$ cat config.mk
export PLATFORM = sky130hd
export DESIGN_NAME = compress_and_pack_coefficients
export DESIGN_NICKNAME = d
export VERILOG_FILES = /design/src/rtl/core/cpc_pkg.sv /design/src/rtl/core/cpc_front.sv /design/src/rtl/core/cpc_queue.sv /design/src/rtl/core/cpc_packer.sv /design/src/rtl/core/compress_and_pack_coefficients.sv
export VERILOG_INCLUDE_DIRS = /design/src /design/src/rtl/core
export SDC_FILE = /design/constraint.sdc
export NUM_CORES = 1
export LEC_CHECK = 0
export BUFFER_PORTS_ARGS = -buffer_cell sky130_fd_sc_hd__buf_2
export CORE_MARGIN = 2
export CORE_UTILIZATION = 49
export DETAILED_ROUTE_END_ITERATION = 8
export MAX_ROUTING_LAYER = met4
export PLACE_DENSITY = 0.65
export SLEW_MARGIN = 0
export SYNTH_ARGS = -nofsm -noshare
export SYNTH_HDL_FRONTEND = slang
export SYNTH_SLANG_ARGS = --single-unit
$ cat constraint.sdc
create_clock -name clk -period 10.2 [get_ports clk]
set_clock_uncertainty 0.05 [all_clocks]
set_input_delay 1.02 -clock clk [delete_from_list [all_inputs] [get_ports clk]]
set_output_delay 1.02 -clock clk [all_outputs]
set_load 0.01 [all_outputs]
$ cat src/rtl/core/compress_and_pack_coefficients_assert.svh
// ----------------------------------------------------------------------------
// Assertion macros for the coefficient compress-and-pack block
// Concurrent checks clocked on clk and held off while rst_n is low.
// ----------------------------------------------------------------------------
`ifndef COMPRESS_AND_PACK_COEFFICIENTS_ASSERT_SVH
`define COMPRESS_AND_PACK_COEFFICIENTS_ASSERT_SVH

// The consequent must hold in the same cycle as the antecedent.
`define CPC_ASSERT_SAME(label, ante, cons, msg) \
  label: assert property (@(posedge clk) disable iff (!rst_n) (ante) |-> (cons)) \
    else $error(msg);

// The consequent must hold in the cycle after the antecedent.
`define CPC_ASSERT_NEXT(label, ante, cons, msg) \
  label: assert property (@(posedge clk) disable iff (!rst_n) (ante) |=> (cons)) \
    else $error(msg);

`endif

$ cat src/rtl/core/cpc_pkg.sv
// ----------------------------------------------------------------------------
// cpc_pkg
// Shared constants, reciprocal for the compressor and inter-module types.
// ----------------------------------------------------------------------------
package cpc_pkg;

  // Polynomial and quantizer settings.
  localparam int COEFF_COUNT = 512;
  localparam int QUANT_BITS  = 4;
  localparam int MODULUS     = 3329;

  // Fixed field widths.
  localparam int COEF_W = 16;
  localparam int BYTE_W = 8;
  localparam int ACC_W  = 24;
  localparam int HELD_W = 5;

  // Coefficient position counter.
  localparam int IDX_W = (COEFF_COUNT > 1) ? $clog2(COEFF_COUNT) : 1;

  // Division by the modulus as a multiply by a rounded-up reciprocal. With
  // 2^SHIFT >= dividend range * MODULUS the truncated product is exact.
  localparam int SCALED_W     = COEF_W + QUANT_BITS + 1;
  localparam int MOD_LOG      = $clog2(MODULUS);
  localparam int RECIP_SHIFT  = SCALED_W + MOD_LOG;
  localparam int RECIP_W      = SCALED_W + 2;
  localparam int PROD_W       = SCALED_W + RECIP_W;
  localparam logic [63:0] RECIP_FULL =
    ((64'd1 << RECIP_SHIFT) + 64'(MODULUS) - 64'd1) / 64'(MODULUS);
  localparam logic [RECIP_W-1:0]  RECIP    = RECIP_W'(RECIP_FULL);
  localparam logic [SCALED_W-1:0] HALF_MOD = SCALED_W'(MODULUS / 2);

  // Request queue between compressor and packer (depth a power of two).
  localparam int QUEUE_DEPTH = 4;
  localparam int QPTR_W      = $clog2(QUEUE_DEPTH);
  localparam int QCNT_W      = $clog2(QUEUE_DEPTH + 1);

  // One compressed coefficient on its way to the packer.
  typedef struct packed {
    logic [QUANT_BITS-1:0] value;
    logic                  last_coeff;
  } cpc_item_t;

  // Queue occupancy and traffic, for checking.
  typedef struct packed {
    logic [QCNT_W-1:0] count;
    logic              push;
    logic              pop;
  } cpc_queue_status_t;

  // Packer state, for checking.
  typedef struct packed {
    logic [HELD_W-1:0] held;
    logic              flushing;
    logic              byte_load;
    logic              byte_last;
  } cpc_pack_status_t;

endpackage

$ cat src/rtl/core/cpc_front.sv
// ----------------------------------------------------------------------------
// cpc_front
// Takes coefficients, compresses them and marks the last one of a polynomial.
// ----------------------------------------------------------------------------
module cpc_front
  import cpc_pkg::*;
(
  input  logic              clk,
  input  logic              rst_n,
  input  logic              in_tvalid,
  output logic              in_tready,
  input  logic [COEF_W-1:0] in_tdata,
  output logic              push_valid,
  input  logic              push_ready,
  output cpc_item_t         push_item
);

  logic                  stage_v_r, stage_v_nxt;
  cpc_item_t             item_r, item_nxt;
  logic [IDX_W-1:0]      idx_r, idx_nxt;
  logic                  stage_ready;
  logic                  accept;
  logic                  is_last;
  logic [SCALED_W-1:0]   scaled;
  logic [PROD_W-1:0]     product;

  // The stage frees up when empty or when the queue takes its request.
  assign stage_ready = !stage_v_r || push_ready;
  assign in_tready   = stage_ready;
  assign accept      = in_tvalid && stage_ready;
  assign is_last     = (idx_r == IDX_W'(COEFF_COUNT - 1));

  // Scale and round, then divide by the modulus through the reciprocal.
  assign scaled  = {1'b0, in_tdata, {QUANT_BITS{1'b0}}} + HALF_MOD;
  assign product = PROD_W'(scaled) * PROD_W'(RECIP);

  // Next-state logic for the position counter and the result stage.
  always_comb begin
    idx_nxt     = idx_r;
    stage_v_nxt = stage_v_r;
    item_nxt    = item_r;
    if (stage_ready) begin
      stage_v_nxt = in_tvalid;
    end
    if (accept) begin
      item_nxt.value      = product[RECIP_SHIFT +: QUANT_BITS];
      item_nxt.last_coeff = is_last;
      idx_nxt             = is_last ? '0 : idx_r + IDX_W'(1);
    end
  end

  always_ff @(posedge clk) begin
    if (!rst_n) begin
      stage_v_r <= 1'b0;
      idx_r     <= '0;
    end else begin
      stage_v_r <= stage_v_nxt;
      idx_r     <= idx_nxt;
    end
  end

  always_ff @(posedge clk) begin
    item_r <= item_nxt;
  end

  assign push_valid = stage_v_r;
  assign push_item  = item_r;

endmodule

$ cat src/rtl/core/cpc_queue.sv
// ----------------------------------------------------------------------------
// cpc_queue
// Short first-in first-out queue of compressed coefficients.
// ----------------------------------------------------------------------------
module cpc_queue
  import cpc_pkg::*;
(
  input  logic              clk,
  input  logic              rst_n,
  input  logic              push_valid,
  output logic              push_ready,
  input  cpc_item_t         push_item,
  output logic              pop_valid,
  input  logic              pop_ready,
  output cpc_item_t         pop_item,
  output cpc_queue_status_t status
);

  cpc_item_t         entry_r [QUEUE_DEPTH];
  logic [QPTR_W-1:0] wr_ptr_r, wr_ptr_nxt;
  logic [QPTR_W-1:0] rd_ptr_r, rd_ptr_nxt;
  logic [QCNT_W-1:0] count_r, count_nxt;
  logic              push_fire;
  logic              pop_fire;

  assign push_ready = (count_r != QCNT_W'(QUEUE_DEPTH));
  assign pop_valid  = (count_r != '0);
  assign push_fire  = push_valid && push_ready;
  assign pop_fire   = pop_valid && pop_ready;
  assign pop_item   = entry_r[rd_ptr_r];

  // Pointers wrap naturally since the depth is a power of two.
  always_comb begin
    wr_ptr_nxt = push_fire ? wr_ptr_r + QPTR_W'(1) : wr_ptr_r;
    rd_ptr_nxt = pop_fire ? rd_ptr_r + QPTR_W'(1) : rd_ptr_r;
    count_nxt  = count_r + QCNT_W'(push_fire) - QCNT_W'(pop_fire);
  end

  always_ff @(posedge clk) begin
    if (!rst_n) begin
      wr_ptr_r <= '0;
      rd_ptr_r <= '0;
      count_r  <= '0;
    end else begin
      wr_ptr_r <= wr_ptr_nxt;
      rd_ptr_r <= rd_ptr_nxt;
      count_r  <= count_nxt;
    end
  end

  // Entry storage.
  always_ff @(posedge clk) begin
    if (push_fire) begin
      entry_r[wr_ptr_r] <= push_item;
    end
  end

  assign status.count = count_r;
  assign status.push  = push_fire;
  assign status.pop   = pop_fire;

endmodule

$ cat src/rtl/core/cpc_packer.sv
// ----------------------------------------------------------------------------
// cpc_packer
// Packs compressed values LSB-first into bytes and flushes each polynomial.
// ----------------------------------------------------------------------------
module cpc_packer
  import cpc_pkg::*;
(
  input  logic              clk,
  input  logic              rst_n,
  input  logic              pop_valid,
  output logic              pop_ready,
  input  cpc_item_t         pop_item,
  output logic              out_tvalid,
  input  logic              out_tready,
  output logic [BYTE_W-1:0] out_tdata,
  output logic              out_tlast,
  output cpc_pack_status_t  status
);

  logic [ACC_W-1:0]  acc_r, acc_nxt, acc_m;
  logic [HELD_W-1:0] held_r, held_nxt, held_m;
  logic              flush_r, flush_nxt, flush_m;
  logic              out_valid_r, out_valid_nxt;
  logic [BYTE_W-1:0] byte_r, byte_nxt;
  logic              last_r, last_nxt;
  logic              out_ok;
  logic              take;
  logic              load;

  // The output register can take a byte when empty or being drained.
  assign out_ok    = !out_valid_r || out_tready;
  assign pop_ready = out_ok && !flush_r && (held_r < HELD_W'(BYTE_W));
  assign take      = pop_ready && pop_valid;

  // Merge a new value above the held bits, then emit at most one byte.
  always_comb begin
    acc_m   = acc_r;
    held_m  = held_r;
    flush_m = flush_r;
    if (take) begin
      acc_m   = acc_r | (ACC_W'(pop_item.value) << held_r[2:0]);
      held_m  = held_r + HELD_W'(QUANT_BITS);
      flush_m = pop_item.last_coeff;
    end
    acc_nxt   = acc_m;
    held_nxt  = held_m;
    flush_nxt = flush_m;
    load      = 1'b0;
    byte_nxt  = acc_m[BYTE_W-1:0];
    last_nxt  = 1'b0;
    if (out_ok) begin
      if (held_m >= HELD_W'(BYTE_W)) begin
        load     = 1'b1;
        acc_nxt  = acc_m >> BYTE_W;
        held_nxt = held_m - HELD_W'(BYTE_W);
        // When flushing, a full byte that empties the accumulator ends the polynomial.
        if (flush_m && (held_nxt == '0)) begin
          last_nxt  = 1'b1;
          flush_nxt = 1'b0;
          acc_nxt   = '0;
        end
      end else if (flush_m) begin
        // Leftover bits go out zero-filled as the final byte.
        load      = 1'b1;
        last_nxt  = 1'b1;
        acc_nxt   = '0;
        held_nxt  = '0;
        flush_nxt = 1'b0;
      end
    end
  end

  // Output register valid flag.
  always_comb begin
    out_valid_nxt = out_valid_r;
    if (load) begin
      out_valid_nxt = 1'b1;
    end else if (out_tready) begin
      out_valid_nxt = 1'b0;
    end
  end

  always_ff @(posedge clk) begin
    if (!rst_n) begin
      acc_r       <= '0;
      held_r      <= '0;
      flush_r     <= 1'b0;
      out_valid_r <= 1'b0;
    end else begin
      acc_r       <= acc_nxt;
      held_r      <= held_nxt;
      flush_r     <= flush_nxt;
      out_valid_r <= out_valid_nxt;
    end
  end

  always_ff @(posedge clk) begin
    if (load) begin
      byte_r <= byte_nxt;
      last_r <= last_nxt;
    end
  end

  assign out_tvalid = out_valid_r;
  assign out_tdata  = byte_r;
  assign out_tlast  = last_r;

  assign status.held      = held_r;
  assign status.flushing  = flush_r;
  assign status.byte_load = load;
  assign status.byte_last = last_nxt;

endmodule

$ cat src/rtl/core/compress_and_pack_coefficients.sv
// ----------------------------------------------------------------------------
// compress_and_pack_coefficients
// Compresses polynomial coefficients and packs them LSB-first into bytes.
// ----------------------------------------------------------------------------
//
//   channel   direction  handshake            payload
//   in_       slave      in_tvalid/in_tready  in_tdata[15:0] coefficient
//   out_      master     out_tvalid/out_tready out_tdata[7:0] byte, out_tlast
//
// One coefficient is accepted per cycle while the queue is not full.
// The compressor stage, the queue and the packer each add one register, and
// the coefficient that completes a byte passes all three before it is offered.
// The packer emits one byte per cycle while out_tready is high, so at up to
// eight bits per coefficient it keeps up; leftover bits at a polynomial end go out zero-filled.
// A four-entry queue lets the compressor keep accepting while output stalls.
// Synchronous active-low reset clears all counters and the bit accumulator.
// ----------------------------------------------------------------------------
module compress_and_pack_coefficients
  import cpc_pkg::*;
(
  input  logic              clk,
  input  logic              rst_n,
  input  logic              in_tvalid,
  output logic              in_tready,
  input  logic [COEF_W-1:0] in_tdata,   // [15:0] coefficient
  output logic              out_tvalid,
  input  logic              out_tready,
  output logic [BYTE_W-1:0] out_tdata,  // [7:0] out_byte
  output logic              out_tlast
);

  logic              front_valid;
  logic              queue_ready;
  cpc_item_t         front_item;
  logic              pack_valid;
  logic              pack_ready;
  cpc_item_t         pack_item;
  cpc_queue_status_t q_st;
  cpc_pack_status_t  pk_st;

  // Compressor front end.
  cpc_front u_front (
    .clk        (clk),
    .rst_n      (rst_n),
    .in_tvalid  (in_tvalid),
    .in_tready  (in_tready),
    .in_tdata   (in_tdata),
    .push_valid (front_valid),
    .push_ready (queue_ready),
    .push_item  (front_item)
  );

  // Queue between compressor and packer.
  cpc_queue u_queue (
    .clk        (clk),
    .rst_n      (rst_n),
    .push_valid (front_valid),
    .push_ready (queue_ready),
    .push_item  (front_item),
    .pop_valid  (pack_valid),
    .pop_ready  (pack_ready),
    .pop_item   (pack_item),
    .status     (q_st)
  );

  // Bit packer and output register.
  cpc_packer u_packer (
    .clk        (clk),
    .rst_n      (rst_n),
    .pop_valid  (pack_valid),
    .pop_ready  (pack_ready),
    .pop_item   (pack_item),
    .out_tvalid (out_tvalid),
    .out_tready (out_tready),
    .out_tdata  (out_tdata),
    .out_tlast  (out_tlast),
    .status     (pk_st)
  );

  // Checks on the cooperation of the three parts.
`include "compress_and_pack_coefficients_assert.svh"

  `CPC_ASSERT_SAME(a_front_holds, front_valid && !queue_ready, !in_tready, "front took a coefficient while blocked")
  `CPC_ASSERT_NEXT(a_queue_grows, q_st.push && !q_st.pop, q_st.count == $past(q_st.count) + QCNT_W'(1), "queue count lost a request")
  `CPC_ASSERT_NEXT(a_last_clears, pk_st.byte_load && pk_st.byte_last, (pk_st.held == '0) && !pk_st.flushing, "packer kept bits past the last byte")

endmodule
==> flow_summary_export.csv, run 1 <==
group,metric,value,unit
place,io_buffers,30,
floorplanning,die_y,143.9,um
clock_tree,clk_pin_slew,0.05,ns
timing,min_period,8.057,ns
yosys,synth_flop_cell,"dfxtp_1",
detailed_routing,drtIter0Drc,253,
yosys,yosysUniqueCellTypes,51,
place,gp_congestion,0.9518,
yosys,syn_inst,867,
clock_tree,clk_latency,0.33,ns
worst_hold_path,hold_path.class,"flip-flop to flip-flop",
detailed_routing,drt_pass1_iterations,4,
flow_run,maxCapViolCount,0,
yosys,ys_ff_latch,70,
final_layout,drive_gt1_frac,0.06821,
critical_path,critPathBufInv,6,
critical_path,crit_chain,"buf_2 > ha_1 > or3_1 > nand3_1 > xnor2_1 > inv_1 > fa_1 > inv_1 > fa_1 > inv_1 > fa_1 > fa_1 > fa_1 > inv_1 > fa_1 > inv_1 > ha_1 > ha_1 > o21a_1 > a221o_1 > a2111o_1 > a31oi_1 > xnor2_1",
critical_path,endpoint_kind,"flip-flop",
detailed_routing,viasPerCell,4.907,
critical_path,startpoint_type,"input pin",
critical_path,path_depth,23,
floorplanning,core_region_area,19330,um^2
detailed_routing,ant_nets,0,
clock_tree,ctsHoldBuffers,0,
detailed_routing,routed_wirelength,19130,um
clock_tree,cts.path.max_buffers,2,
detailed_routing,wl_per_cell,16.29,um
status,status,"completed",
timing,relSlewSlack,0.2966,
critical_path,r2r_start,"u_packer.flush_r",
yosys,ys_seq_area_frac,0.1816,
yosys,async_flop_share,0,
timing,max_slew.worst_pin.slew,1.048,ns
grt,antenna_found_initial,0,
clock_tree,cts-resized-gates,0,
critical_path,path_delay_family,"adder cells",
final_layout,antenna_cells,0,
detailed_routing,route.detailed.drc,0,
grt,grt_pass1_wl,32220,um
critical_path,regToRegEndpoint,"u_packer.acc_r[5]",
worst_hold_path,whs_path_depth,1,
grt,grt_max_degree,16,
timing,fmax,124.1,MHz
final_layout,area_growth,7.969,%
final_layout,fillCellCount,1735,
final_layout,regArea,1742,um^2
critical_path,arrival,8.09,ns
critical_path,crit_required,10.23,ns
critical_path,startpoint,"in_tdata[3]",
critical_path,crit_slowest_cell,"fa_1",
final_layout,mostFrequentLayoutCells,"inv_1, fa_1, ha_1",
yosys,syn_avg_cell_area,11.06,um^2
clock_tree,cts_made_buffers,9,
final_layout,nNetsFinal,1254,
final_layout,multiInputGateArea,6897,um^2
critical_path,cp_max_fo,6,
floorplanning,die_w,143.9,um
timing,fin_crit_sh,0.7899,
clock_tree,cts_sinks,70,
final_layout,final_common_cell,"inv_1",
yosys,syn_area,9593,um^2
clock_tree,cts_tree,"built",
critical_path,r2r_cells,9,
critical_path,reg2reg_setup_slack,7.27,ns
yosys,syn_nets,1217,
grt,track_usage,0.2109,
yosys,synth_edf_count,34,
critical_path,worst_path_most_repeated_cell,"fa_1",
grt,overflow,0,
timing,rsz0062_at_grt,"no",
critical_path,critical_path_class,"input pin to flip-flop",
timing,slew_violations,0,
detailed_routing,vias,5761,
clock_tree,postCtsSetupBuffers,0,
floorplanning,ios,31,
timing,setup_viol,0,
clock_tree,htreeDepth,3,
critical_path,cp-endpoint,"u_front.push_item[3]",
grt,grt_pass1_vias,6380,
clock_tree,cts-root-buf,"clkbuf_16",
yosys,ys_warn_count,0,
floorplanning,dieArea,20710,um^2
critical_path,slowest_delay,0.75,ns
timing,hold_viol_final,0,
floorplanning,initial_core_util,0.4961,
timing,setup_tns,0,ns
place,hpwl,17240,um
floorplanning,rows,51,
-- final cells by class --
class                      count  area share
clock inverter                 5    0.007127
timing repair buffer          30     0.01450
tap                          265     0.03201
clock buffer                  11     0.02247
inverter                     248     0.08988
multi-input combinational    545      0.6659
sequential                    70      0.1682
-- kinds of logic (layout without fill, tap and decap cells) --
kind of cell,Yosys count,after routing,share of synthesized area
AO/OA/AOI/OAI,57,57,0.04526
XOR/XNOR,40,40,0.03652
adder cells (fa/ha/maj),330,330,0.5603
buffers and inverters,252,294,0.09952
flip-flops,70,70,0.1816
multiplexers,8,8,0.01487
AND/OR/NAND/NOR,110,110,0.06195
-- cells in the mapped netlist (2+ instances only) --
master    count  area [um^2]
nand3_1      10        50.05
nor3_1        6        30.03
edfxtp_1     34         1021
nand2b_1      6        37.54
dfxtp_1      36        720.7
nor3b_1       2        15.01
and2_1       10        62.56
a211oi_1      2        15.01
a21oi_1      10        50.05
a21oi_2       3        26.28
xnor2_1      25        219.0
a22o_1        8        70.07
xor2_1       15        131.4
o21ai_0       3        15.01
a2111o_1      2        22.52
a21o_1       12        90.09
nand2_1      17        63.81
and3_1        5        31.28
clkbuf_1      2        7.510
nor2b_1       5        31.28
a31oi_1       3        18.77
and4_1        2        17.52
or2_2         4        25.02
nor2_1       28        105.1
nand4_1       6        37.54
ha_1        164         2052
mux4_2        5        112.6
inv_1       248        930.9
or3_1         3        18.77
fa_1        166         3323
o21a_1        3        22.52
mux2i_1       3        30.03
-- metrics by stage --
stage                     hold slack (ns)  utilization  instance area (um^2)  setup slack [ns]  std cells
after global placement             0.3927       0.5198                 10050             1.917       1158
after CTS                          0.4146       0.5357                 10360             2.165       1174
after global routing               0.4344       0.5357                 10360             1.785       1174
final                              0.4081       0.5357                 10360             2.143       1174
after detailed placement           0.4031       0.5198                 10050             1.821       1158
after floorplan                    0.3807            -                  9593             2.557        867
-- state kept, by name (all words and copies together) (netlist names), named ones only --
| signal | flops |
|---|---|
| u_front.push_item | 5 |
| u_queue.entry_r | 20 |
| u_front.push_valid | 1 |
| u_packer.held_r | 3 |
| u_queue.rd_ptr_r | 2 |
| u_queue.wr_ptr_r | 2 |
| u_packer.out_tvalid | 1 |
| u_packer.acc_r | 12 |
| u_packer.out_tlast | 1 |
| u_packer.flush_r | 1 |
| u_queue.count_r | 3 |
| u_front.idx_r | 9 |
| u_packer.out_tdata | 8 |
-- layer usage --
metal	routed length [um]	vias to the layer above	track usage
met3	617	14	0.02866
met2	9692	89	0.3627
li1	-	2798	-
met4	220	0	0.04076
met1	8597	2860	0.2699
met5	0	-	-
-- worst min-delay path by stage --
| stage | startpoint | end | slack (ns) |
|---|---|---|---|
| finish | u_packer.acc_r[9] | u_packer.acc_r[9] | 0.41 |
| global route | u_packer.acc_r[8] | u_packer.acc_r[0] | 0.43 |
| CTS | u_packer.acc_r[9] | u_packer.acc_r[1] | 0.41 |
| detailed placement | u_packer.acc_r[10] | u_packer.acc_r[10] | 0.40 |
| global placement | u_packer.acc_r[10] | u_packer.acc_r[10] | 0.39 |
| floorplan | u_packer.acc_r[10] | u_packer.acc_r[10] | 0.38 |
Power of run 1 is not shown: default switching activity piles up to over one toggle a cycle in this logic, so the estimate is an artifact.
==> inputs of run 2 (changes only) <==
- PLACE_DENSITY: 0.65 -> 0.68
- clock period: 10.2 -> 7 ns (I/O delays scaled with it)
==> run 2 against run 1 <==
Count of clock-buffer cells in the layout stayed put. Global-route usage grew 0.39 points. Sequential cell count stayed put. Core utilization up 4.7 points. Die area stayed put. Largest cell class unchanged.
==> flow_summary_export.csv, run 2 (synthesis gave the netlist of run 1 again) <==
group,metric,value,unit
status,status,"completed",
final_layout,fin_area,11270,um^2
final_layout,area_growth,17.45,%
final_layout,top_regs,"u_queue.entry_r (20), u_packer.acc_r (12), u_front.idx_r (9)",
clock_tree,ctsHoldBuffers,0,
clock_tree,cts.path.max_buffers,2,
grt,grt_pass1_wl,32800,um
critical_path,critical_path_class,"input pin to flip-flop",
clock_tree,clk_pin_slew,0.05,ns
place,io_buffers,30,
critical_path,crit_required,7.03,ns
floorplanning,rows,51,
floorplanning,ios,31,
critical_path,critPathBufInv,3,
worst_hold_path,holdCritStartpoint,"u_packer.acc_r[8]",
clock_tree,cts_tree,"built",
floorplanning,initial_core_util,0.4961,
critical_path,cp_max_fo,4,
critical_path,path_delay_family,"adder cells",
final_layout,nNetsFinal,1340,
final_layout,antenna_cells,0,
timing,hold_viol_final,0,
detailed_routing,wl_met2,9985,um
critical_path,startpoint_type,"input pin",
final_layout,final_common_cell,"inv_1",
worst_hold_path,hold_path.class,"flip-flop to flip-flop",
timing,setup_viol,0,
detailed_routing,drtIter0Drc,247,
detailed_routing,route.detailed.drc,0,
detailed_routing,ant_nets,0,
detailed_routing,wl_per_cell,15.45,um
clock_tree,htreeDepth,3,
grt,grt_pass1_vias,6702,
clock_tree,cts-root-buf,"clkbuf_16",
critical_path,arrival,6.91,ns
timing,fmax,145.3,MHz
grt,antenna_found_initial,0,
worst_hold_path,whs_path_depth,1,
timing,max_slew.worst_pin.slew,0.7027,ns
floorplanning,dieArea,20710,um^2
floorplanning,die_w,143.9,um
place,placed_area,10750,um^2
critical_path,crit_slowest_cell,"fa_2",
timing,min_period,6.881,ns
grt,track_usage,0.2148,
critical_path,endpoint_kind,"flip-flop",
critical_path,reg2reg_setup_slack,4.14,ns
grt,overflow,0,
final_layout,utilization,0.5827,
place,gp_congestion,0.9043,
critical_path,r2r_start,"u_packer.out_tvalid",
critical_path,r2r_cells,9,
critical_path,crit_chain,"buf_2 > ha_2 > or3_4 > nand3_4 > or2_4 > xnor2_4 > inv_2 > fa_2 > xor2_4 > ha_4 > fa_1 > fa_1 > fa_1 > fa_1 > ha_1 > ha_1 > a211oi_2 > o21ai_1 > a221o_1 > buf_4 > a221oi_2 > nand3_1 > xnor2_1",
detailed_routing,routed-wl-met3,709,um
final_layout,top_register,"u_queue.entry_r",
critical_path,slowest_delay,0.62,ns
timing,fin_crit_sh,0.9830,
detailed_routing,drt_pass1_iterations,4,
clock_tree,clk_latency,0.34,ns
final_layout,largest_reg_flops,20,
detailed_routing,wl_met1,8235,um
floorplanning,core_region_area,19330,um^2
floorplanning,die_y,143.9,um
detailed_routing,top_layer,"met4",
critical_path,regToRegEndpoint,"u_packer.acc_r[7]",
place,hpwl,17450,um
clock_tree,cts_made_buffers,9,
worst_hold_path,min_to,"u_packer.acc_r[8]",
critical_path,worst_path_most_repeated_cell,"fa_1",
final_layout,drive_gt1_frac,0.1879,
detailed_routing,vias,6094,
timing,relSlewSlack,0.5315,
detailed_routing,viasPerCell,4.837,
grt,grt_max_degree,16,
clock_tree,cts_sinks,70,
detailed_routing,routed_wirelength,19470,um
flow_run,maxCapViolCount,0,
timing,slew_violations,0,
final_layout,mostFrequentLayoutCells,"inv_1, fa_1, ha_1",
[run 2: stage by stage]
step / setup WS [ns] / instances / TNS (ns) / hold WS [ns]
global route: -0.1101 / 1260 / -0.1765 / 0.4286
finish: 0.1192 / 1260 / 0 / 0.4164
CTS: 0.01463 / 1259 / 0 / 0.4194
detailed placement: -0.3895 / 1243 / -1.264 / 0.4111
global placement: -0.2819 / 1243 / -0.8901 / 0.3956
floorplan: 0.001981 / 867 / 0 / 0.3807
[run 2: area by class of cell]
type	count	area (um^2)
multi-input combinational	545	7148
timing repair buffer	116	795.8
clock buffer	11	264.0
inverter	248	930.9
clock inverter	5	55.05
fill	1629	8068
tap	265	331.6
sequential	70	1742
[run 2: worst max path at each step]
| stage | cells past startpoint | startpoint | slack, ns | endpoint |
|---|---|---|---|---|
| after global routing | 23 | in_tdata[3] | -0.11 | u_front.push_item[4] |
| after detailed placement | 22 | in_tdata[3] | -0.39 | u_front.push_item[3] |
| after CTS | 22 | in_tdata[3] | 0.01 | u_front.push_item[3] |
| after floorplan | 19 | in_tdata[3] | 0.002 | u_front.push_item[3] |
| after global placement | 22 | in_tdata[3] | -0.28 | u_front.push_item[3] |
| final | 23 | in_tdata[3] | 0.12 | u_front.push_item[4] |
[run 2: what timing repair did]
action                     in CTS  in global routing
setup endpoints to repair       1                  4
pin swaps                       6                 17
buffers inserted                0                  1
gates resized for setup         3                 28
[run 2: per-layer routing]
layer	up-vias	track usage
li1	2955	-
met1	3015	0.2653
met2	91	0.3712
met3	33	0.02366
met4	0	0.06914
met5	-	-
Power of run 2 is left out for the same reason.
